[src/hw/rtl/bpa_ram.sv]
// Generic single-port RAM with registered read.
// No dependencies.
`default_nettype none
module bpa_ram #(
   parameter int WIDTH = 8,
   parameter int DEPTH = 256
) (
   input  wire logic                     clock,
   input  wire logic                     wr_en,
   input  wire logic [$clog2(DEPTH)-1:0] addr,
   input  wire logic [WIDTH-1:0]         wr_data,
   output logic      [WIDTH-1:0]         rd_data
);
   logic [WIDTH-1:0] mem [DEPTH];
   always_ff @(posedge clock) begin
      if (wr_en) begin
         mem[addr] <= wr_data;
      end
      rd_data <= mem[addr];
   end
endmodule
`default_nettype wire

[config.mk]
export PLATFORM = sky130hd
export DESIGN_NAME = bpa_ram
export DESIGN_NICKNAME = d
export VERILOG_FILES = /design/src/hw/rtl/bpa_ram.sv
export SDC_FILE = /design/constraint.sdc
export NUM_CORES = 2
export LEC_CHECK = 0
export BUFFER_PORTS_ARGS = -buffer_cell sky130_fd_sc_hd__buf_2
export CAP_MARGIN = 20
export CORE_ASPECT_RATIO = 1.5
export CORE_UTILIZATION = 35
export CTS_BUF_LIST = sky130_fd_sc_hd__clkbuf_8 sky130_fd_sc_hd__clkbuf_16
export DETAILED_ROUTE_END_ITERATION = 8
export PLACE_DENSITY = 0.59
export RECOVER_POWER = 100
export SLEW_MARGIN = 20
export SYNTH_ARGS = -nofsm -noshare
export SYNTH_HDL_FRONTEND = slang
export SYNTH_SLANG_ARGS = --single-unit
export TNS_END_PERCENT = 30
[constraint.sdc]
create_clock -name clock -period 5.3 [get_ports clock]
set_clock_uncertainty 0.05 [all_clocks]
set_input_delay 1.59 -clock clock [delete_from_list [all_inputs] [get_ports clock]]
set_output_delay 1.59 -clock clock [all_outputs]
set_load 0.005 [all_outputs]
==> flow_summary.ini <==
[min_path]
hold_path_end = rd_data[5]$_DFF_P_
hp-class = register to register
min_path_cells = 5
hold_path.startpoint = mem[139][5]$_DFFE_PP_

[floorplanning]
die_area_sq_um = 226000
core_sq_um = 223000
die_x_um = 389
dieHeight_um = 582
start_util_pct = 35.3
boundaryPins = 26
fp-row-count = 212

[worst_setup_path]
r2r_slack_ns = 2.29
worstPathArrival_ns = 5.58
reg2reg_to = rd_data[0]$_DFF_P_
path_class = primary input to register
r2r_cells = 6
startpoint_type = primary input
crit_fanout = 15
r2r-start = mem[91][0]$_DFFE_PP_
worst_setup_path_end_kind = register
cp.required_ns = 6.00

[detailed_routing]
first_pass_iters = 5
drcViolationCount = 0
vias_per_cell = 5.47
drt-wirelength-per-cell_um = 29.3
via_count = 37700
drtIter0Drc = 4129
drt_wl_total_um = 202000
ant_nets = 0

[sta]
timing.final.crit_period_ns = 4.88
tightest_slew_ns = 3.62
fmax_mhz = 205
holdWs_ns = 0.930
hold_violations = 0
final_max_slew_viol_count = 1360
min_period_over_period_pct = 92.0
rsz0062_at_grt = no
max_slew_margin_pct = -142
setup_viol = 0
worst_slack_ns = 0.423

[run]
maxCapViolCount = 24

[logic_synthesis]
synth_cells = 3547
synth_nets = 3565
ys.warnings.count = 0
syn_area_sq_um = 78500
avgSynthCellArea_sq_um = 22.1
ys_seq_elements = 2056
ys_types = 22
seq_area_frac_synth_pct = 78.6

[layout]
fin_nets = 3885
final_cell_mix = 2048 x edfxtp_1, 512 x mux4_2, 256 x a22oi_1
layout-drive-gt1-share_pct = 22.9
layout_commonest_cell = edfxtp_1
syn_to_final_growth_pct = 13.6

[global_routing]
grt_overflow_total = 0
grt_pass1_vias = 39300
grt_usage_pct = 17.8
grt_pass1_wl_um = 291000
grt_max_degree = 126
antenna_found_initial = 14

[cts]
cts_hold_buffers = 0
clkSinkCount = 2056
clock_latency_ns = 0.84
cts.htree.levels = 4
post_cts_resized = 0
cts_setup_buffers = 0
cts.reportedPaths.clkPinSlew_ns = 0.07
cts_made_buffers = 184
clockBufferDepth = 4
cts_tree = built
clockRootBuffer = clkbuf_16

[place]
dp_hpwl_um = 126000
post-place-ws_ns = 0.142
routabilityCongestion = 0.821
port_buffers = 25

[power_and_ir_drop]
p_leak_uw = 0.0267
power_density_nw_per_um2 = 368
peakVddDrop_uv = 250

[run_status]
violations = max-capacitance violations, max-slew violations
outcome = complete, but fails checks
[final cells by class]
cell class	instances	area [sq um]
diodes	2	5.00
clock buffers	191	4730
clock inverters	133	1130
fillers	19500	133000
inverters	1	3.75
multi-input cells	1258	15800
flip-flops and latches	2056	61700
well taps	2889	3610
repair buffers	366	2250
[critical path, stage by stage]
cell and delay, ns:
clkbuf_1 0.35, nor2b_1 1.03, clkbuf_1 0.91, a22oi_1 0.40, a21oi_1 0.73, o41ai_1 0.33, nand4_1 0.20
[worst max-delay path by stage]
stage,slack [ns],endpoint,from,cells past startpoint
after floorplan,1.44,mem[111][0]$_DFFE_PP_,addr[1],9
after global placement,-0.37,rd_data[5]$_DFF_P_,addr[0],9
after detailed placement,0.14,rd_data[5]$_DFF_P_,addr[0],9
after CTS,1.03,rd_data[7]$_DFF_P_,addr[0],8
after global routing,0.48,rd_data[1]$_DFF_P_,addr[3],7
final,0.42,rd_data[1]$_DFF_P_,addr[3],7
[state kept, by name, summed over array words and instances (netlist names)]
| register | cells |
|---|---|
| rd_data | 8 |
| mem | 2048 |
[Yosys cell counts (all sizes together)]
| cell | count | area share [%] |
|---|---|---|
| a22oi | 256 | 2.4 |
| dfxtp | 8 | 0.20 |
| o41ai | 32 | 0.36 |
| and2 | 3 | 0.024 |
| buf | 87 | 0.70 |
| mux4 | 512 | 15 |
| clkbuf | 145 | 0.69 |
| nor2 | 232 | 1.1 |
| edfxtp | 2048 | 78 |
| nand2b | 6 | 0.048 |
| nand4 | 8 | 0.064 |
| nor3 | 30 | 0.19 |
| inv | 1 | 0.0048 |
| or2 | 2 | 0.016 |
| nor2b | 7 | 0.056 |
| or3 | 1 | 0.0080 |
| a21oi | 128 | 0.82 |
| nand2 | 28 | 0.13 |
| nand3 | 13 | 0.083 |
[per-stage QoR]
| stage | util [%] | power (uW) | instance area, sq um | instances | TNS [ns] |
|---|---|---|---|---|---|
| 2_1_floorplan | - | 19100 | 78500 | 3547 | 0 |
| 3_3_place_gp | 37.9 | 19900 | 84300 | 6570 | -0.375 |
| 3_5_place_dp | 37.9 | 19900 | 84300 | 6570 | 0 |
| 4_1_cts | 40.5 | 33100 | 90200 | 6894 | 0 |
| 5_1_grt | 40.1 | 33600 | 89200 | 6895 | 0 |
| 6_report | 40.1 | 32800 | 89200 | 6896 | 0 |
[power breakdown]
group          leakage, uW  internal (uW)  switching (uW)  total [uW]
Combinational      0.00521            530            1020        1550
Clock              0.00297           7390            5870       13300
Sequential          0.0185          17900            34.3       18000
Total               0.0267          25900            6930       32800
[cell families (layout without fill, tap and decap cells)]
| kind of cell | after synthesis | after routing | synth area share (%) |
|---|---|---|---|
| multiplexers | 512 | 512 | 14.7 |
| other | 0 | 2 | 0 |
| buffers and inverters | 233 | 691 | 1.40 |
| flip-flops | 2056 | 2056 | 78.6 |
| AND/OR/NAND/NOR | 330 | 330 | 1.73 |
| AO/OA/AOI/OAI | 416 | 416 | 3.62 |
[per-layer routing]
layer	wire, um	track usage, %	share of wire, %	vias to the layer above
li1	-	-	-	15700
met1	76000	22.0	38	20400
met2	106000	31.3	52	1242
met3	11200	2.28	5.5	359
met4	8620	7.36	4.3	16
met5	107	0	0.053	-
(Power assumes the default switching activity.)
